## config.mk

```make
export PLATFORM = sky130hd
export DESIGN_NAME = bf33_ctrl
export DESIGN_NICKNAME = d
export VERILOG_FILES = /design/src/rtl/bf33_pkg.sv /design/src/rtl/bf33_ctrl.sv
export SDC_FILE = /design/constraint.sdc
export NUM_CORES = 1
export LEC_CHECK = 0
export BUFFER_PORTS_ARGS = -buffer_cell sky130_fd_sc_hd__buf_2
export CAP_MARGIN = 0
export CORE_MARGIN = 5
export CORE_UTILIZATION = 50
export DETAILED_ROUTE_END_ITERATION = 10
export MAX_ROUTING_LAYER = met4
export PLACE_DENSITY = 0.68
export SLEW_MARGIN = 20
export SYNTH_ARGS = -nofsm -noshare
export SYNTH_HDL_FRONTEND = slang
export SYNTH_SLANG_ARGS = --single-unit
```

## constraint.sdc

```tcl
create_clock -name clk -period 8.17 [get_ports clk]
set_input_delay 0.817 -clock clk [delete_from_list [all_inputs] [get_ports clk]]
set_output_delay 0.817 -clock clk [all_outputs]
set_load 0.03 [all_outputs]
```

## src/rtl/bf33_pkg.sv

```systemverilog
// Shared constants, codes and types of the 3x3 box filter.
// Used by every module of the block; depends on nothing.
package bf33_pkg;

	localparam int MAX_WIDTH    = 1024;
	localparam int MAX_HEIGHT   = 4096;
	localparam int MIN_DIM      = 3;
	localparam int PIX_W        = 8;
	localparam int CFG_WIDTH_W  = 11;
	localparam int CFG_HEIGHT_W = 13;
	localparam int CFG_DATA_W   = 13;
	localparam int CFG_IDX_W    = 1;
	localparam int ROW_W        = 12;
	localparam int HGT_W        = 13;
	localparam int SUM_W        = 12;

	// Division by nine as a multiplication by ceil(2^16 / 9); exact for any sum of nine pixels.
	localparam int RECIP_W     = 13;
	localparam int RECIP_SHIFT = 16;
	localparam logic [RECIP_W-1:0] RECIP_9 = 13'd7282;

	typedef enum logic [CFG_IDX_W-1:0] {
		REG_IMAGE_WIDTH  = 1'b0,
		REG_IMAGE_HEIGHT = 1'b1
	} reg_idx_t;

	typedef enum logic {
		REQ_PIXEL = 1'b0,
		REQ_FLUSH = 1'b1
	} req_t;

	typedef enum logic [2:0] {
		SEL_AVG,
		SEL_CENTER,
		SEL_LAST,
		SEL_UPPER,
		SEL_MIDDLE
	} sel_t;

	typedef struct packed {
		logic rd;
		logic shift;
		logic emit;
		sel_t sel;
		logic frame_end;
	} op_t;

	function automatic logic [PIX_W-1:0] div9(input logic [SUM_W-1:0] total);
		logic [SUM_W+RECIP_W-1:0] prod;
		prod = (SUM_W+RECIP_W)'(total) * (SUM_W+RECIP_W)'(RECIP_9);
		return prod[RECIP_SHIFT +: PIX_W];
	endfunction

endpackage

```

## src/rtl/bf33_ctrl.sv

```systemverilog
// Frame geometry registers and raster counters; decides what each accepted transaction does.
// Depends on bf33_pkg.
module bf33_ctrl #(
	parameter int MAX_WIDTH = bf33_pkg::MAX_WIDTH
) (
	input  logic                               clk,
	input  logic                               arst_n,
	input  logic                               cfg_wr,
	input  logic [bf33_pkg::CFG_IDX_W-1:0]     cfg_idx,
	input  logic [bf33_pkg::CFG_DATA_W-1:0]    cfg_data,
	input  logic                               accept,
	input  logic                               req_type,
	output bf33_pkg::op_t                      op,
	output logic [$clog2(MAX_WIDTH)-1:0]       rd_addr,
	output logic [$clog2(MAX_WIDTH)-1:0]       last_addr
);

	localparam int COL_W = $clog2(MAX_WIDTH);
	localparam int WID_W = COL_W + 1;
	localparam int HGT_W = bf33_pkg::HGT_W;
	localparam int ROW_W = bf33_pkg::ROW_W;

	logic [bf33_pkg::CFG_WIDTH_W-1:0]  width_q;
	logic [bf33_pkg::CFG_HEIGHT_W-1:0] height_q;
	logic [COL_W-1:0] in_col_q, out_col_q;
	logic [HGT_W-1:0] in_row_q;
	logic [ROW_W-1:0] out_row_q;

	logic [WID_W-1:0] w;
	logic [HGT_W-1:0] h;
	logic             clr;
	logic [COL_W-1:0] ic, oc, ic_n, oc_n;
	logic [HGT_W-1:0] ir, ir_n;
	logic [ROW_W-1:0] orow, orow_n;
	logic [WID_W-1:0] ic_inc, oc_inc;
	logic             ir_full, interior, end_pos;

	always_comb begin
		if (width_q < bf33_pkg::CFG_WIDTH_W'(bf33_pkg::MIN_DIM)) begin
			w = WID_W'(bf33_pkg::MIN_DIM);
		end else if (width_q > MAX_WIDTH) begin
			w = WID_W'(MAX_WIDTH);
		end else begin
			w = WID_W'(width_q);
		end
		if (height_q < bf33_pkg::CFG_HEIGHT_W'(bf33_pkg::MIN_DIM)) begin
			h = HGT_W'(bf33_pkg::MIN_DIM);
		end else if (height_q > bf33_pkg::MAX_HEIGHT) begin
			h = HGT_W'(bf33_pkg::MAX_HEIGHT);
		end else begin
			h = HGT_W'(height_q);
		end
	end

	// A height change can leave the counters beyond the frame; the frame is then dropped.
	assign clr  = (in_row_q > h) || ({1'b0, out_row_q} >= h);
	assign ic   = clr ? '0 : in_col_q;
	assign ir   = clr ? '0 : in_row_q;
	assign oc   = clr ? '0 : out_col_q;
	assign orow = clr ? '0 : out_row_q;

	assign ic_inc   = {1'b0, ic} + WID_W'(1);
	assign oc_inc   = {1'b0, oc} + WID_W'(1);
	assign ir_full  = ir >= h;
	assign end_pos  = ({1'b0, orow} + HGT_W'(1) == h) && (oc_inc >= w);
	assign interior = (orow != '0) && ({1'b0, orow} + HGT_W'(2) <= h) &&
	                  (oc != '0) && ({1'b0, oc} + WID_W'(2) <= w);
	assign last_addr = COL_W'(w - WID_W'(1));

	always_comb begin
		op     = '0;
		op.sel = bf33_pkg::SEL_CENTER;
		rd_addr = oc;
		if (req_type == bf33_pkg::REQ_PIXEL) begin
			rd_addr = ic;
			if (!ir_full) begin
				op.rd    = 1'b1;
				op.shift = 1'b1;
				op.emit  = (ir >= HGT_W'(2)) || ((ir == HGT_W'(1)) && (ic != '0));
				if (ic == '0) begin
					op.sel = bf33_pkg::SEL_LAST;
				end else if (interior) begin
					op.sel = bf33_pkg::SEL_AVG;
				end
			end
		end else if (ir_full) begin
			op.rd   = 1'b1;
			op.emit = 1'b1;
			op.sel  = ({1'b0, orow} + HGT_W'(2) == ir) ? bf33_pkg::SEL_UPPER
			                                           : bf33_pkg::SEL_MIDDLE;
		end
		op.frame_end = op.emit && end_pos;
	end

	always_comb begin
		ic_n   = ic;
		ir_n   = ir;
		oc_n   = oc;
		orow_n = orow;
		if (op.shift) begin
			if (ic_inc >= w) begin
				ic_n = '0;
				ir_n = ir + HGT_W'(1);
			end else begin
				ic_n = ic_inc[COL_W-1:0];
			end
		end
		if (op.emit) begin
			if (op.frame_end) begin
				ic_n   = '0;
				ir_n   = '0;
				oc_n   = '0;
				orow_n = '0;
			end else if (oc_inc >= w) begin
				oc_n   = '0;
				orow_n = orow + ROW_W'(1);
			end else begin
				oc_n = oc_inc[COL_W-1:0];
			end
		end
	end

	always_ff @(posedge clk or negedge arst_n) begin
		if (!arst_n) begin
			width_q   <= bf33_pkg::CFG_WIDTH_W'(640);
			height_q  <= bf33_pkg::CFG_HEIGHT_W'(480);
			in_col_q  <= '0;
			in_row_q  <= '0;
			out_col_q <= '0;
			out_row_q <= '0;
		end else begin
			if (cfg_wr) begin
				case (cfg_idx)
					bf33_pkg::REG_IMAGE_WIDTH: begin
						width_q <= cfg_data[bf33_pkg::CFG_WIDTH_W-1:0];
					end
					bf33_pkg::REG_IMAGE_HEIGHT: begin
						height_q <= cfg_data[bf33_pkg::CFG_HEIGHT_W-1:0];
					end
					default: begin
					end
				endcase
			end
			if (accept) begin
				in_col_q  <= ic_n;
				in_row_q  <= ir_n;
				out_col_q <= oc_n;
				out_row_q <= orow_n;
			end
		end
	end

	a_frame_end_rewinds: assert property (@(posedge clk) disable iff (!arst_n)
		accept && op.frame_end |=> (in_col_q == '0) && (in_row_q == '0) &&
		                           (out_col_q == '0) && (out_row_q == '0))
		else $error("counters not rewound after the last pixel of a frame");

endmodule

```

==> results.tsv, run 1 <==
metric	value	unit
DP Cell Count	1138	
share of the synthesized area in the top cell type	20.89	%
worst setup margin	372.0	ps
initial antenna violation count	0	
CP Capture Type	output port	
Cell Pwr Density	258.0	nW/um^2
crit-path max cell delay	570	ps
drt initial violations	893	
Worst-Margin Slew	944.2	ps
# setup viols final	0	
number of routed nets with antenna violations	0	
Total Nets Final	1085	
core area	14980	um^2
tightest hold margin	553.0	ps
Tmin final	7798	ps
number of fill cells	1386	
Clock H-tree levels	3	
Die W	132.9	um
Seq cells post-synth	69	
DRC Markers	0	
ant diodes	0	
post-route clock skew	8.690	ps
outcome	complete, no violations	
Startpoint Class	flip-flop	
I/O pins	46	
cells after synthesis	944	
Crit path arrival time	6980	ps
Max Cap Viol	0	
Clk Latency, worst-skew pair	350	ps
CTS max path bufs	2	
FFs w/ async S/R, synth	100.0	%
row count	45	
final hold viol count	0	
Critical Path Slowest Stage Cell	or4_4	
first-pass GRT wire length	38.20	mm
Worst-path clk slew	60	ps
Setup TNS	0	ps
Total Routed Length	23.83	mm
cts bufs inserted	9	
die area	17650	um^2
vias in the first global route	7020	
Post-synth EDFFs	0	
root buffer selected by CTS	clkbuf_16	
dpl hpwl	17.76	mm
pin count of the biggest net entering global routing	70	
multi-input logic area	5443	um^2
synth top area cells	dfrtp_1, ha_1, nand2_1	
Static Leak	3.853	nW
unrepaired setup endpoints after global routing	no	
CTS tree	done	
worst path buffer plus inverter count	5	
cell taking the most area after synthesis	dfrtp_1	
gp weighted congestion	0.9927	
WP data required	7350	ps
CP cell instances	nor4_2 > and3_1 > o21ai_0 > buf_4 > ha_1 > a21oi_1 > o21ai_0 > a2111o_1 > a21oi_4 > buf_6 > nand2_1 > inv_1 > ha_1 > nand4_1 > nor2_1 > nand2_1 > xnor2_1 > a221oi_1 > mux2i_1 > or4_4 > or4_4 > inv_2 > buf_2	
final routed wire length divided by cell count	20.50	um
Syn-to-layout area delta	9.829	%
Hold Path Class	flip-flop to flip-flop	
Crit path max-delay family	simple AND/OR/NAND/NOR gates	
Slew Viols, Final	0	
Synth Net Count	1060	
crit path kind	flip-flop to output port	
CTS sink cnt	69	
Synth Flop Type	dfrtp_1	
YS warnings	0	
DR pass1 iterations	6	
IO buf count	45	
CTS Hold Bufs	0	
post-synthesis cell type count	75	
maximum clock rate	0.1282	GHz
top post-synthesis cells by count	nand2_1, ha_1, nor2_1	
Die Y	132.9	um
vias	7403	
top-count cell post-synth	nand2_1	
CP Max Fanout	52	
max-slew headroom at the worst pin	36.93	%
Vias/cell	6.371	
Final period util	95.45	%
maximum VDD drop	0.0001389	V
syn avg cell area	7.996	um^2
sequential area share after synthesis	22.97	%
register area	1734	um^2
GR Util All Layers	27.58	%
initial core utilization	50.40	%
Post-Syn Area	7548	um^2
share of post-route cells with drive strength above 1	14.17	%
Setup WS pre-CTS	460.5	ps
gr ovfl total	0	
final std cells w/o fill	1162	
==> area by class of cell <==
cell class / count / share of cell area, %
Multi-Input combinational cell: 776 / 65.65
Tap cell: 188 / 2.837
Sequential cell: 69 / 20.92
Clock inverter: 3 / 0.2113
Clock buffer: 13 / 3.381
Inverter: 43 / 1.977
Timing Repair Buffer: 70 / 5.026
==> worst paths after layout <==
| path | startpoint | end | slack (ps) | cells past startpoint |
|---|---|---|---|---|
| max | height_q[3]$_DFFE_PN0P_ | op[0] | 370 | 23 |
| min | height_q[11]$_DFFE_PN0P_ | height_q[11]$_DFFE_PN0P_ | 550 | 1 |
| max reg2reg | height_q[3]$_DFFE_PN0P_ | in_row_q[11]$_DFFE_PN0P_ | 1280 | 23 |
| min reg2reg | height_q[11]$_DFFE_PN0P_ | height_q[11]$_DFFE_PN0P_ | 550 | 1 |
| max in group asynchronous | arst_n | height_q[12]$_DFFE_PN0P_ | 6880 | 2 |
| min in group asynchronous | arst_n | in_col_q[7]$_DFFE_PN0P_ | 660 | 2 |
==> per-layer routing <==
layer / share of wire, % / vias to the layer above / track usage [%]
met1: 44 / 3469 / 37.32
met2: 45 / 357 / 41.37
li1: - / 3505 / -
met4: 3.1 / 0 / 10.28
met5: 0 / - / -
met3: 8.2 / 72 / 4.715
==> per-stage QoR <==
stage	utilization (%)	cell area (um^2)	total power, W
after floorplan	-	7548	0.001348
after global placement	52.76	7901	0.001682
after global routing	55.36	8290	0.002295
after detailed placement	52.76	7901	0.001692
final	55.36	8290	0.002139
after CTS	54.75	8199	0.002099
==> worst reg2reg max path, cell delays in order, from the launching register on <==
cell and delay (ps):
dfrtp_1 430, nor4_2 320, and3_1 190, o21ai_0 90, buf_4 190, ha_1 290, a21oi_1 120, o21ai_0 100
a2111o_1 490, a21oi_4 270, buf_6 410, nand2_1 180, inv_1 110, ha_1 350, nand4_1 360, nor2_1 460
nand2_1 120, xnor2_1 150, a221oi_1 310, mux2i_1 160, or4_4 570, or3_1 580, nor2_2 410, a21oi_1 90
==> where the power goes <==
part / leakage, nW / switching (W) / internal [W] / total (W)
Clock: 0.148 / 0.000160 / 0.000238 / 0.000398
Sequential: 0.857 / 0.000117 / 0.000404 / 0.000521
Combinational: 2.85 / 0.000749 / 0.000471 / 0.00122
Total: 3.85 / 0.00103 / 0.00111 / 0.00214
==> cells by family (layout without fill, tap and decap cells) <==
| group | count (synthesis) | count (layout) | share of synthesized area [%] |
|---|---|---|---|
| compound gates | 213 | 213 | 18.68 |
| flops | 69 | 69 | 22.97 |
| mux | 35 | 35 | 5.022 |
| buf+inv | 99 | 129 | 5.420 |
| xor+xnor | 60 | 60 | 7.161 |
| fa+ha+maj | 97 | 97 | 16.08 |
| simple gates | 371 | 371 | 24.66 |
==> state kept, by name, summed over array words and instances, names as in the netlist <==
signal	flops
height_q	13
in_col_q	10
in_row_q	13
out_col_q	10
out_row_q	12
width_q	11
==> repair_timing <==
item | in CTS | in global routing
resized for setup | 0 | 8
setup buffers | 0 | 8
endpoints found under the setup margin | 0 | 2
==> layout by cell type (no fill, tap or decap), types with 12 or more instances in the layout <==
cell / instances
buf_4: 24
a31oi_1: 12
and3_1: 14
nor4_1: 18
dfrtp_1: 63
xnor2_1: 39
nand2_1: 98
mux2i_1: 12
nand4_1: 28
inv_1: 41
mux2_2: 23
o21ai_0: 42
a21oi_1: 52
ha_1: 97
a21o_1: 14
nor3_1: 21
nand3_1: 38
buf_2: 45
and2_1: 17
nor2_1: 76
xor2_1: 20
Power figures use the tool's default switching activity.
==> inputs of run 2 (changes only) <==
--- a/config.mk
+++ b/config.mk
@@ -11,7 +11,7 @@
 export CORE_UTILIZATION = 50
 export DETAILED_ROUTE_END_ITERATION = 10
 export MAX_ROUTING_LAYER = met4
-export PLACE_DENSITY = 0.68
+export PLACE_DENSITY = 0.7
 export SLEW_MARGIN = 20
 export SYNTH_ARGS = -nofsm -noshare
 export SYNTH_HDL_FRONTEND = slang
==> constraint.sdc (replaced) <==
create_clock -name clk -period 6.7 [get_ports clk]
set_input_delay 0.67 -clock clk [delete_from_list [all_inputs] [get_ports clk]]
set_output_delay 0.67 -clock clk [all_outputs]
set_load 0.03 [all_outputs]
==> run 2 against run 1 <==
Compared with the run above: flip-flop and latch count is the same; utilization increased by 2.6 points; register-to-register slack lost 860 ps; non-clock buffer count grew 35; worst setup slack worse by 330 ps; wire length grew 5.1%; sequential share of layout area is 0.94 points lower; largest cell class unchanged.
==> results.tsv, run 2 (synthesis gave the netlist of run 1 again) <==
metric	value	unit
crit path to	op[0]	
dpl hpwl	18.34	mm
CP Capture Type	output port	
# setup viols final	0	
Worst Reg-to-Reg Cells	25	
worst reg2reg startpoint	height_q[2]$_DFFE_PN0P_	
initial antenna violation count	0	
Static Leak	4.037	nW
Slew Viols, Final	0	
Worst-Margin Slew	957.1	ps
maximum clock rate	0.1503	GHz
Clk Latency, worst-skew pair	360	ps
Clock H-tree levels	3	
first-pass GRT wire length	39.32	mm
Startpoint Class	flip-flop	
ant diodes	0	
unrepaired setup endpoints after global routing	yes	
number of routed nets with antenna violations	0	
GR Util All Layers	28.81	%
final hold viol count	0	
CTS tree	done	
Total Nets Final	1120	
worst setup margin	44.82	ps
Vias/cell	6.424	
multi-input logic area	5530	um^2
CTS sink cnt	69	
vias in the first global route	7172	
Setup TNS	0	ps
CTS max path bufs	2	
Cell Pwr Density	320.2	nW/um^2
commonest non-fill, non-tap cells in the layout	ha_1, nand2_1, nor2_1, dfrtp_1, buf_4	
initial core utilization	50.40	%
Tmin final	6655	ps
tightest hold margin	520.4	ps
placed cell areas	8155	um^2
number of fill cells	1351	
WL met2	11.16	mm
Total Routed Length	25.05	mm
post-route clock skew	9.431	ps
worst reg2reg endpoint	in_row_q[8]$_DFFE_PN0P_	
Final period util	99.33	%
die area	17650	um^2
crit path kind	flip-flop to output port	
Top Registers	height_q: 13 flops, in_row_q: 13 flops, out_row_q: 12 flops	
WL met1	10.88	mm
final instance area	8681	um^2
register area	1734	um^2
outcome	complete, no violations	
vias	7690	
Critical Path Source	height_q[2]$_DFFE_PN0P_	
IO buf count	45	
drt initial violations	943	
maximum VDD drop	0.0002520	V
Max Cap Viol	0	
Crit path arrival time	5990	ps
met3 WL	2.119	mm
gp weighted congestion	1.007	
gr ovfl total	0	
core area	14980	um^2
cts bufs inserted	9	
WP data required	6030	ps
Setup WS pre-CTS	-64.68	ps
CP Max Fanout	21	
Die W	132.9	um
Worst-path clk slew	60	ps
Syn-to-layout area delta	15.00	%
final routed wire length divided by cell count	20.92	um
pin count of the biggest net entering global routing	70	
DRC Markers	0	
top layer in use	met4	
I/O pins	46	
DR pass1 iterations	6	
Hold Path Class	input pin to asynchronous set/reset pin	
max-slew headroom at the worst pin	36.06	%
Die Y	132.9	um
row count	45	
share of post-route cells with drive strength above 1	19.23	%
root buffer selected by CTS	clkbuf_16	
most common library cell in the layout ignoring fill and taps	ha_1	
FF-to-FF setup slack	420	ps
run 2: worst max-delay path, cell delays in order, from the launching register on:
cell      delay, ps
dfrtp_1         400
nor4_2          300
and3_1          210
o21ai_2          70
ha_1            290
a21oi_1         130
o21ai_1         100
a2111o_1        430
a21oi_4         240
buf_6           250
nand2_1         130
inv_1           120
ha_1            190
nand4_1         260
nor3_1          310
xnor2_1         260
xnor2_1         120
o32a_1          290
o32a_1          190
or4_4           550
or4_4           570
inv_6            90
buf_6           130
run 2: worst min path at each step:
stage               cells past startpoint                      end                     from
floorplan                               0  height_q[0]$_DFFE_PN0P_                   arst_n
global placement                        1  height_q[2]$_DFFE_PN0P_  height_q[2]$_DFFE_PN0P_
global route                            2   width_q[8]$_DFFE_PN0P_              cfg_data[8]
finish                                  2  in_col_q[4]$_DFFE_PN0P_                   arst_n
CTS                                     3  width_q[10]$_DFFE_PN0P_             cfg_data[10]
detailed placement                      1  height_q[2]$_DFFE_PN0P_  height_q[2]$_DFFE_PN0P_
run 2: repair_timing:
action	4_1_cts	5_1_grt
setup endpoints to repair	1	4
hold buffers	0	0
cloned	0	0
gates resized for setup	19	13
pin swaps	11	9
buffers inserted	6	6
run 2: cell type report:
cell class              instances  share of cell area (%)
clock inverters                 5                  0.9513
clock buffers                  11                   2.796
well taps                     188                   2.710
inverters                      43                   1.917
repair buffers                105                   7.942
multi-input cells             776                   63.71
flip-flops and latches         69                   19.98
run 2: report_power, final:
group | switching [W] | total (W) | leakage (nW) | internal [W]
clock | 0.000203 | 0.000541 | 0.160 | 0.000338
sequential | 0.000122 | 0.000615 | 0.857 | 0.000493
combinational | 0.000994 | 0.00162 | 3.02 | 0.000630
run 2: through the flow:
stage          cells  power, W  util [%]
2_1_floorplan    944  0.001655         -
3_3_place_gp    1169  0.002111     54.45
3_5_place_dp    1169  0.002122     54.45
4_1_cts         1191  0.002722     57.40
5_1_grt         1197  0.002950     57.96
6_report        1197  0.002780     57.96
run 2: metal layers:
metal | up-vias | GRT usage [%]
li1 | 3571 | -
met1 | 3628 | 38.87
met2 | 414 | 43.28
met3 | 77 | 4.943
met4 | 0 | 10.85
met5 | - | -
