$ cat src/rtl/bf33_pkg.sv
// Shared constants, codes and types of the 3x3 box filter.
// Used by every module of the block; depends on nothing.
package bf33_pkg;

	localparam int MAX_WIDTH    = 1024;
	localparam int MAX_HEIGHT   = 4096;
	localparam int MIN_DIM      = 3;
	localparam int PIX_W        = 8;
	localparam int CFG_WIDTH_W  = 11;
	localparam int CFG_HEIGHT_W = 13;
	localparam int CFG_DATA_W   = 13;
	localparam int CFG_IDX_W    = 1;
	localparam int ROW_W        = 12;
	localparam int HGT_W        = 13;
	localparam int SUM_W        = 12;

	// Division by nine as a multiplication by ceil(2^16 / 9); exact for any sum of nine pixels.
	localparam int RECIP_W     = 13;
	localparam int RECIP_SHIFT = 16;
	localparam logic [RECIP_W-1:0] RECIP_9 = 13'd7282;

	typedef enum logic [CFG_IDX_W-1:0] {
		REG_IMAGE_WIDTH  = 1'b0,
		REG_IMAGE_HEIGHT = 1'b1
	} reg_idx_t;

	typedef enum logic {
		REQ_PIXEL = 1'b0,
		REQ_FLUSH = 1'b1
	} req_t;

	typedef enum logic [2:0] {
		SEL_AVG,
		SEL_CENTER,
		SEL_LAST,
		SEL_UPPER,
		SEL_MIDDLE
	} sel_t;

	typedef struct packed {
		logic rd;
		logic shift;
		logic emit;
		sel_t sel;
		logic frame_end;
	} op_t;

	function automatic logic [PIX_W-1:0] div9(input logic [SUM_W-1:0] total);
		logic [SUM_W+RECIP_W-1:0] prod;
		prod = (SUM_W+RECIP_W)'(total) * (SUM_W+RECIP_W)'(RECIP_9);
		return prod[RECIP_SHIFT +: PIX_W];
	endfunction

endpackage

$ cat src/rtl/bf33_window.sv
// The 3x3 window of pixel registers and the registered sum of the shifted window.
// Depends on bf33_pkg.
module bf33_window (
	input  logic                          clk,
	input  logic                          arst_n,
	input  logic                          shift_en,
	input  logic                          load_en,
	input  logic [bf33_pkg::PIX_W-1:0]    top,
	input  logic [bf33_pkg::PIX_W-1:0]    mid,
	input  logic [bf33_pkg::PIX_W-1:0]    pix,
	output logic [bf33_pkg::PIX_W-1:0]    center,
	output logic [bf33_pkg::SUM_W-1:0]    sum_s2
);

	localparam int PIX_W = bf33_pkg::PIX_W;
	localparam int SUM_W = bf33_pkg::SUM_W;

	logic [PIX_W-1:0] win_q [9];
	logic [PIX_W-1:0] nxt   [9];
	logic [SUM_W-1:0] row0, row1, row2;

	// Columns move left by one; the new right-hand column comes from the line stores.
	always_comb begin
		nxt[0] = win_q[1];
		nxt[1] = win_q[2];
		nxt[2] = top;
		nxt[3] = win_q[4];
		nxt[4] = win_q[5];
		nxt[5] = mid;
		nxt[6] = win_q[7];
		nxt[7] = win_q[8];
		nxt[8] = pix;
	end

	assign row0   = SUM_W'(nxt[0]) + SUM_W'(nxt[1]) + SUM_W'(nxt[2]);
	assign row1   = SUM_W'(nxt[3]) + SUM_W'(nxt[4]) + SUM_W'(nxt[5]);
	assign row2   = SUM_W'(nxt[6]) + SUM_W'(nxt[7]) + SUM_W'(nxt[8]);
	assign center = nxt[4];

	always_ff @(posedge clk or negedge arst_n) begin
		if (!arst_n) begin
			for (int k = 0; k < 9; k++) begin
				win_q[k] <= '0;
			end
		end else if (shift_en) begin
			for (int k = 0; k < 9; k++) begin
				win_q[k] <= nxt[k];
			end
		end
	end

	always_ff @(posedge clk) begin
		if (load_en) begin
			sum_s2 <= row0 + row1 + row2;
		end
	end

endmodule

$ cat config.mk
export PLATFORM = sky130hd
export DESIGN_NAME = bf33_window
export DESIGN_NICKNAME = d
export VERILOG_FILES = /design/src/rtl/bf33_pkg.sv /design/src/rtl/bf33_window.sv
export SDC_FILE = /design/constraint.sdc
export NUM_CORES = 1
export LEC_CHECK = 0
export CORE_MARGIN = 4
export CORE_UTILIZATION = 47
export CTS_CLUSTER_DIAMETER = 30
export DETAILED_ROUTE_END_ITERATION = 8
export DONT_BUFFER_PORTS = 1
export PLACE_DENSITY = 0.64
export SLEW_MARGIN = 20
export SYNTH_ARGS = -nofsm -noshare
export SYNTH_HDL_FRONTEND = slang
export SYNTH_SLANG_ARGS = --single-unit
export TNS_END_PERCENT = 10
$ cat constraint.sdc
create_clock -name clk -period 4.48 [get_ports clk]
set_input_delay 0.672 -clock clk [delete_from_list [all_inputs] [get_ports clk]]
set_output_delay 0.672 -clock clk [all_outputs]
set_load 0.05 [all_outputs]
==> summary.txt, run 1 <==
Clock network
  – CTS sink count: 60
  – CTS root buf: clkbuf_8
  – CTS Buf Count: 9
  – PostCTS Resize Cnt: 0
  – Skew-Pair Late Insertion Delay: 330 ps
  – # Post-CTS Setup Buffers: 0
  – CTS max path bufs: 2
  – H-Tree Depth: 3
  – Clock transition at path regs: 70 ps
  – CTS tree: yes

Routing
  – Starting DRC count in detailed routing: 28
  – Wire per inst: 14.5 um
  – # DRC: 0
  – Vias/cell: 4.85
  – Drt total wl: 6000 um
  – Routed Antenna Nets: 0
  – Router iterations before antenna repair: 3
  – Routed vias: 2,008

Timing
  – Max Clk Rate: 0.245 GHz
  – Period utilization: 91.2%
  – Hold Violations, Final: 0
  – Setup violators final: 0
  – Relative slew slack: 59.0%
  – RSZ-0062 raised after global routing: no
  – Slew Limit Fails: 0
  – Final TNS setup: 0 ps
  – Clock period minus worst slack: 4080 ps
  – Layout Skew: 3.38 ps
  – Worst-Margin Slew: 613 ps

Synthesis
  – Synth Cell Area: 3950 um2
  – Part of the Yosys area used for sequential elements: 39.5%
  – Syn avg cell area: 13.4 um2
  – Yosys reg bits: 60
  – Synthesized Nets: 391
  – YS warnings: 0
  – Netlist cell types: 28
  – Syn Inst Count: between 200 and 300

Die
  – Total core area: slightly above 8000 um2
  – Die W: 99.7 um
  – Initial Util: between 40% and 50%
  – Die Ht: roughly 100 um
  – Num ports: 48
  – Site Rows: 33
  – Area of the die: 9940 um2

Setup path
  – Critical path's slowest cell: fa_1
  – R2R setup slack: 450 ps
  – CP Buf/Inv Count: 5
  – CP arrival: 4170 ps
  – Worst-path cell chain: inv_1 > fa_1 > inv_1 > fa_1 > fa_1 > inv_1 > fa_1 > inv_1 > ha_1 > inv_1 > fa_1 > and2b_1 > o211ai_1 > a31oi_1 > xor2_1
  – Crit-path max cell delay: about 540 ps
  – Largest delay share family, worst path: adder cells
  – Crit path required time: 4570 ps
  – CP Launch Type: primary input
  – Critical Path Sink Type: flip-flop
  – Crit Path Class: primary input to flip-flop
  – Worst-path fanout max: 2

Placed design
  – HPWL after DPL: 4620 um
  – Buffers on Ports: 0
  – GP Congestion: 0.834

Global route
  – Met3 capacity usage during global routing: 3.93%
  – Vias in the first global route: 2,211
  – First-pass GRT wire length: 10,200 um
  – Met1 Use GR: between 10% and 20%
  – Gr ovfl total: 0
  – Largest net degree at the start of global routing: 49
  – Grt met2 use: 21.8%
  – Busiest metal layer after global routing: met2
  – Initial antenna violation count: 0
  – Global Route Usage Sum: 13.5%

Job
  – Max_cap viols: 0

Final layout
  – Layout area overhead: 8.04%
  – Share of layout cells above drive strength 1: 25.2%
  – Commonest non-fill, non-tap cell in the layout: inv_1
  – ANT cells: 0
  – Fin nets: 399
  – Most frequent cells in the layout: 78 x inv_1, 54 x fa_1, 48 x mux2_2, 48 x dfrtp_1, 13 x ha_1

Min path
  – Hold crit path type: primary input to async pin

Outcome
  – Status: finished clean
[flip-flops by register name (all words and copies together), names as in the netlist]
register	flops
center	8
nxt	40
sum_s2	12
[through the flow]
stage	instance area, um2	util [%]	setup WS, ps	hold slack, ps	instances
floorplan	3950	-	221	376	296
global placement	4060	49.4	63.4	379	396
detailed placement	4060	49.4	41.9	378	396
CTS	4250	51.7	397	3.63	412
global route	4270	52.0	242	1.40	414
finish	4270	52.0	396	29.2	414
[routing by layer]
layer | routed length [um] | vias up
met2 | 3060 | 36
li1 | - | 929
met1 | 2490 | 1033
met4 | 138 | 0
met3 | 304 | 10
met5 | 0 | -
[timing repair]
item | in CTS | in global routing
setup endpoints to repair | 0 | 0
hold buffers | 0 | 2
endpoints found under the hold margin | 0 | 10
[worst reg2reg max path: stages (launching register included)]
cell	delay [ps]
dfrtp_1	400
fa_1	560
fa_1	460
fa_1	540
inv_1	50
fa_1	460
inv_1	70
ha_1	180
inv_1	60
fa_1	390
and2b_1	230
o211ai_1	110
a31oi_1	190
xor2_1	90
[cells by family (layout without fill, tap and decap cells)]
kind of cell / count (synthesis) / in the layout / share of synthesized area, %
buffers and inverters: 91 / 104 / 9.68
xor gates and xnor gates: 6 / 6 / 1.33
adders and majority gates: 67 / 67 / 31.5
AOI/OAI and AO/OA: 13 / 13 / 2.78
muxes: 48 / 48 / 13.7
DFF: 60 / 60 / 39.5
and+or+nand+nor: 11 / 11 / 1.58
[cell usage after synthesis, drive strengths merged]
cell	instances	area share, %
o21a	2	0.38
ha	13	4.1
and2b	1	0.19
nand3b	1	0.19
a21oi	4	0.70
a31oi	1	0.16
o221ai	1	0.38
xnor2	4	0.89
o211ai	1	0.19
nand4	2	0.32
fa	54	27
and2	1	0.16
xor2	2	0.44
and3	1	0.16
nor3	1	0.13
buf	13	2.3
or2	1	0.16
nand2	2	0.19
a311oi	1	0.38
mux2	48	14
nor2	1	0.095
a21o	3	0.60
dfrtp	48	30
inv	78	7.4
edfxtp	12	9.1
[layout make-up]
| type | instances | area, um2 |
|---|---|---|
| inverter | 78 | 293 |
| clock inverter | 4 | 20.0 |
| sequential | 60 | 1560 |
| clock buffer | 12 | 176 |
| fill | 711 | 3950 |
| multi-input combinational | 145 | 2010 |
| tap | 105 | 131 |
| timing repair buffer | 10 | 80.1 |
[path summary, 6_finish.rpt]
path,cells past startpoint,to,startpoint
worst max-delay path,15,sum_s2[10]$_DFFE_PP_,top[2]
worst min-delay path,0,center[0]$_DFFE_PN0P_,arst_n
worst max register to register,13,sum_s2[10]$_DFFE_PP_,center[2]$_DFFE_PN0P_
worst min register to register,1,nxt[69]$_DFFE_PN0P_,nxt[69]$_DFFE_PN0P_
max in group asynchronous,1,nxt[22]$_DFFE_PN0P_,arst_n
min in group clk,0,sum_s2[0]$_DFFE_PP_,load_en
Power of run 1 is not shown: default switching activity piles up to over one toggle a cycle in this logic, so the estimate is an artifact.
==> run 2, diff against run 1 <==
--- a/config.mk
+++ b/config.mk
@@ -5,6 +5,7 @@
 export SDC_FILE = /design/constraint.sdc
 export NUM_CORES = 1
 export LEC_CHECK = 0
+export CORE_ASPECT_RATIO = 1.75
 export CORE_MARGIN = 4
 export CORE_UTILIZATION = 47
 export CTS_CLUSTER_DIAMETER = 30
==> summary.txt, run 2 (same netlist as run 1, synthesis figures left out) <==
Placed design
  – HPWL after DPL: 4970 um (was 4620 um)
  – Placed cell count: 383 (was 396)
  – Buffers on Ports: 0 (unchanged)
  – GP Congestion: 0.744 (was 0.834)

Clock network
  – Clock transition at path regs: 50 ps (was 70 ps)
  – H-Tree Depth: 3 (unchanged)
  – CTS max path bufs: 2 (unchanged)
  – Skew-Pair Late Insertion Delay: 330 ps (about the same)
  – CTS root buf: clkbuf_16 (was clkbuf_8)
  – CTS sink count: 60 (unchanged)
  – # hold bufs at CTS: 0 (unchanged)
  – CTS tree: yes (unchanged)
  – PostCTS Resize Cnt: 0 (unchanged)
  – CTS Buf Count: 9 (unchanged)
  – # Post-CTS Setup Buffers: 0 (unchanged)

Setup path
  – Critical path's slowest cell: fa_1 (unchanged)
  – Crit-path max cell delay: 550 ps (was 540 ps)
  – R2R Path Start: center[2]$_DFFE_PN0P_ (unchanged)
  – CP arrival: 4150 ps (was 4170 ps)
  – Worst-path cell chain: inv_1 > fa_1 > inv_1 > fa_1 > fa_1 > inv_1 > fa_1 > inv_1 > ha_1 > inv_1 > fa_1 > and2b_1 > o211ai_1 > a31oi_1 > xor2_1 (unchanged)
  – R2R setup slack: 460 ps (was 450 ps)
  – R2r endpoint: sum_s2[10]$_DFFE_PP_ (unchanged)
  – Worst-path fanout max: 2 (unchanged)
  – R2R cell count: 13 (unchanged)
  – Critical Path Sink Type: flip-flop (unchanged)
  – Crit Path Class: primary input to flip-flop (unchanged)
  – Crit path required time: 4560 ps (was 4570 ps)
  – CP Launch Type: primary input (unchanged)

Global route
  – Gr ovfl total: 0 (unchanged)
  – First-pass GRT wire length: 10,500 um (was 10,200 um)
  – Largest net degree at the start of global routing: 49 (unchanged)
  – Initial antenna violation count: 0 (unchanged)
  – Vias in the first global route: 2,226 (was 2,211)
  – Global Route Usage Sum: 14.3% (was 13.5%)

Timing
  – Max Clk Rate: 0.245 GHz (about the same)
  – Worst-Margin Slew: 504 ps (was 613 ps)
  – Setup violators final: 0 (unchanged)
  – Clock period minus worst slack: 4070 ps (was 4080 ps)
  – Slew Limit Fails: 0 (unchanged)
  – Final TNS setup: 0 ps (unchanged)
  – Layout Skew: 8.97 ps (was 3.38 ps)
  – Hold Violations, Final: 0 (unchanged)
  – RSZ-0062 raised after global routing: no (unchanged)
  – Hold WS: 36.7 ps (was 29.2 ps)
  – Relative slew slack: 66.5% (was 59.0%)
  – Period utilization: 90.9% (was 91.2%)

Routing
  – # DRC: 0 (unchanged)
  – Starting DRC count in detailed routing: 52 (was 28)
  – Drt total wl: 6200 um (was 6000 um)
  – Vias/cell: 5.03 (was 4.85)
  – Wire per inst: 15.5 um (was 14.5 um)
  – Routed vias: 2,008 (unchanged)
  – Routed Antenna Nets: 0 (unchanged)
  – Router iterations before antenna repair: 4 (was 3)

Final layout
  – Share of layout cells above drive strength 1: 25.4% (was 25.2%)
  – Most frequent cells in the layout: 78 x inv_1, 54 x fa_1, 48 x mux2_2, 48 x dfrtp_1, 13 x ha_1 (unchanged)
  – Area of the multi-input gates: 2010 um2 (unchanged)
  – Non-Filler Instances: 399 (was 414)
  – Fin nets: 397 (was 399)
  – Max FFs per register: 40 (unchanged)
  – FILL cells: 721 (was 711)
  – Register area: 1560 um2 (unchanged)
  – Final core utilization: 53.3% (was 52.0%)
  – Layout area overhead: 11.4% (was 8.04%)
  – ANT cells: 0 (unchanged)
  – Commonest non-fill, non-tap cell in the layout: inv_1 (unchanged)

Die
  – Total core area: 8260 um2 (was 8220 um2)
  – Die Ht: 129 um (was 99.7 um)
  – Site Rows: 44 (was 33)
  – Die W: 77.3 um (was 99.7 um)
  – Area of the die: 10,000 um2 (was 9940 um2)
  – Initial Util: 47.9% (was 48.1%)
  – Num ports: 48 (unchanged)

Outcome
  – Status: finished clean (unchanged)

Job
  – Max_cap viols: 0 (unchanged)

Min path
  – Hold crit path type: primary input to async pin (unchanged)
## run 2: layout make-up
class / count / share of cell area, %
Tap cell: 92 / 2.61
Multi-Input combinational cell: 145 / 45.6
Inverter: 78 / 6.65
Sequential cell: 60 / 35.5
Clock inverter: 2 / 1.36
Timing Repair Buffer: 8 / 1.36
Clock buffer: 14 / 6.93
## run 2: layer usage
metal / share of wire [%] / vias to the layer above / global-route usage [%]
met5: 0 / - / 0
met4: 2.9 / 0 / 8.49
met3: 4.0 / 11 / 4.03
met2: 60 / 35 / 26.6
met1: 33 / 1040 / 14.0
li1: - / 922 / -
## run 2: worst max-delay path by stage
stage,startpoint,to,slack [ps],cells past startpoint
after floorplan,top[2],sum_s2[10]$_DFFE_PP_,220,15
after global placement,top[2],sum_s2[10]$_DFFE_PP_,80,15
after CTS,top[2],sum_s2[10]$_DFFE_PP_,400,15
final,top[2],sum_s2[10]$_DFFE_PP_,410,15
after detailed placement,top[2],sum_s2[10]$_DFFE_PP_,60,15
after global routing,top[2],sum_s2[10]$_DFFE_PP_,250,15
## run 2: worst max-delay path, delay by kind of cell
family                     cells  cell delay (ps)
adders and majority gates      6             2580
AOI/OAI and AO/OA              2              290
buffers and inverters          5              270
and+or+nand+nor                1              230
xor gates and xnor gates       1               80
## run 2: per-stage QoR
step / worst slack (ps) / instance area [um2]
after floorplan: 221 / 3950
after global placement: 77.9 / 4040
after detailed placement: 64.1 / 4040
after CTS: 404 / 4400
after global routing: 246 / 4400
final: 406 / 4400
Power of run 2 is left out for the same reason.
==> run 3, diff against run 2 <==
--- a/config.mk
+++ b/config.mk
@@ -11,7 +11,7 @@
 export CTS_CLUSTER_DIAMETER = 30
 export DETAILED_ROUTE_END_ITERATION = 8
 export DONT_BUFFER_PORTS = 1
-export PLACE_DENSITY = 0.64
+export REMOVE_ABC_BUFFERS = 1
 export SLEW_MARGIN = 20
 export SYNTH_ARGS = -nofsm -noshare
 export SYNTH_HDL_FRONTEND = slang
==> summary.txt, run 3 (same netlist as run 1, synthesis figures left out) <==
Setup path
  – R2R cell count: 13 (unchanged)
  – Crit-path max cell delay: 550 ps (about the same)
  – Worst-path cell chain: inv_1 > fa_1 > inv_1 > fa_1 > fa_1 > inv_1 > fa_1 > inv_1 > ha_1 > inv_1 > fa_1 > and2b_1 > o211ai_1 > a31oi_1 > xor2_1 (unchanged)
  – R2R Path Start: center[2]$_DFFE_PN0P_ (unchanged)
  – Crit Path Class: primary input to flip-flop (unchanged)
  – CP arrival: 4150 ps (about the same)
  – Worst-path fanout max: 2 (unchanged)
  – CP Launch Type: primary input (unchanged)
  – R2r endpoint: sum_s2[10]$_DFFE_PP_ (unchanged)
  – R2R setup slack: 430 ps (was 460 ps)
  – Critical path's slowest cell: fa_1 (unchanged)
  – Crit path required time: 4550 ps (was 4560 ps)
  – Critical Path Sink Type: flip-flop (unchanged)

Clock network
  – # Post-CTS Setup Buffers: 0 (unchanged)
  – CTS tree: yes (unchanged)
  – CTS max path bufs: 2 (unchanged)
  – # hold bufs at CTS: 0 (unchanged)
  – CTS Buf Count: 9 (unchanged)
  – PostCTS Resize Cnt: 0 (unchanged)
  – Clock transition at path regs: 50 ps (about the same)
  – CTS root buf: clkbuf_16 (unchanged)
  – Skew-Pair Late Insertion Delay: 320 ps (was 330 ps)
  – CTS sink count: 60 (unchanged)
  – H-Tree Depth: 3 (unchanged)

Routing
  – Highest metal used: met4 (unchanged)
  – # DRC: 0 (unchanged)
  – DR WL met3: 267 um (was 250 um)
  – Met2 WL: 3470 um (was 3750 um)
  – Met1 WL: 2180 um (was 2020 um)
  – Routed vias: 1,976 (was 2,008)
  – Router iterations before antenna repair: 3 (was 4)
  – Wire per inst: 15.2 um (was 15.5 um)
  – Drt total wl: 6060 um (was 6200 um)
  – Starting DRC count in detailed routing: 34 (was 52)
  – Vias/cell: 4.95 (was 5.03)
  – Routed Antenna Nets: 0 (unchanged)

Timing
  – Layout Skew: 4.16 ps (was 8.97 ps)
  – Slew Limit Fails: 0 (unchanged)
  – Final TNS setup: 0 ps (unchanged)
  – RSZ-0062 raised after global routing: no (unchanged)
  – Relative slew slack: 67.3% (was 66.5%)
  – Hold Violations, Final: 0 (unchanged)
  – Worst-Margin Slew: 492 ps (was 504 ps)
  – Max Clk Rate: 0.245 GHz (about the same)
  – Setup violators final: 0 (unchanged)
  – Clock period minus worst slack: 4090 ps (was 4070 ps)
  – Period utilization: 91.2% (was 90.9%)

Global route
  – Vias in the first global route: 2,287 (was 2,226)
  – Initial antenna violation count: 0 (unchanged)
  – Global Route Usage Sum: 14.4% (was 14.3%)
  – First-pass GRT wire length: 10,700 um (was 10,500 um)
  – Largest net degree at the start of global routing: 49 (unchanged)
  – Gr ovfl total: 0 (unchanged)

Final layout
  – Fin nets: 397 (unchanged)
  – Commonest non-fill, non-tap cell in the layout: inv_1 (unchanged)
  – Most frequent cells in the layout: 78 x inv_1, 54 x fa_1, 48 x mux2_2, 48 x dfrtp_1, 13 x ha_1 (unchanged)
  – Layout area overhead: 9.94% (was 11.4%)
  – FILL cells: 713 (was 721)
  – Share of layout cells above drive strength 1: 24.4% (was 25.4%)
  – Area of the multi-input gates: 2010 um2 (unchanged)
  – Max FFs per register: 40 (unchanged)
  – ANT cells: 0 (unchanged)
  – Register area: 1560 um2 (unchanged)

Die
  – Site Rows: 44 (unchanged)
  – Total core area: 8260 um2 (unchanged)
  – Area of the die: 10,000 um2 (unchanged)
  – Num ports: 48 (unchanged)
  – Die W: 77.3 um (unchanged)
  – Die Ht: 129 um (unchanged)
  – Initial Util: 47.9% (unchanged)

Placed design
  – GP Congestion: 0.724 (was 0.744)
  – HPWL after DPL: 4840 um (was 4970 um)
  – Buffers on Ports: 0 (unchanged)

Min path
  – Hold crit path type: primary input to async pin (unchanged)

Job
  – Max_cap viols: 0 (unchanged)

Outcome
  – Status: finished clean (unchanged)
## run 3: metrics by stage
step	util [%]	hold WS, ps	cell area [um2]	cells	setup WS [ps]
final	52.6	42.9	4350	399	394
after detailed placement	48.9	378	4040	383	49.4
after floorplan	-	376	3860	283	221
after CTS	52.6	20.3	4350	399	382
after global placement	48.9	378	4040	383	79.8
after global routing	52.6	22.4	4350	399	190
## run 3: area by class of cell
cell class | instances | area share (%)
clock buffers | 15 | 6.39
multi-input cells | 145 | 46.2
clock inverters | 1 | 0.691
repair buffers | 8 | 1.38
flip-flops and latches | 60 | 35.9
inverters | 78 | 6.74
well taps | 92 | 2.65
## run 3: per-layer routing
layer	track usage, %	vias up
li1	-	923
met1	14.8	1006
met2	26.3	39
met3	4.24	8
met4	7.23	0
met5	0	-
## run 3: how the worst max path moves through the flow
| stage | slack, ps | to | start |
|---|---|---|---|
| after floorplan | 220 | sum_s2[10]$_DFFE_PP_ | top[2] |
| after global placement | 80 | sum_s2[10]$_DFFE_PP_ | top[2] |
| after detailed placement | 50 | sum_s2[10]$_DFFE_PP_ | top[2] |
| after CTS | 380 | sum_s2[10]$_DFFE_PP_ | top[2] |
| after global routing | 190 | sum_s2[10]$_DFFE_PP_ | top[2] |
| final | 390 | sum_s2[10]$_DFFE_PP_ | top[2] |
## run 3: worst max-delay path: cells and delay by family
family          cells  cell delay, ps
xor+xnor            1              90
buf+inv             5             270
compound gates      2             300
simple gates        1             240
fa+ha+maj           6            2580
Power of run 3 is left out for the same reason.
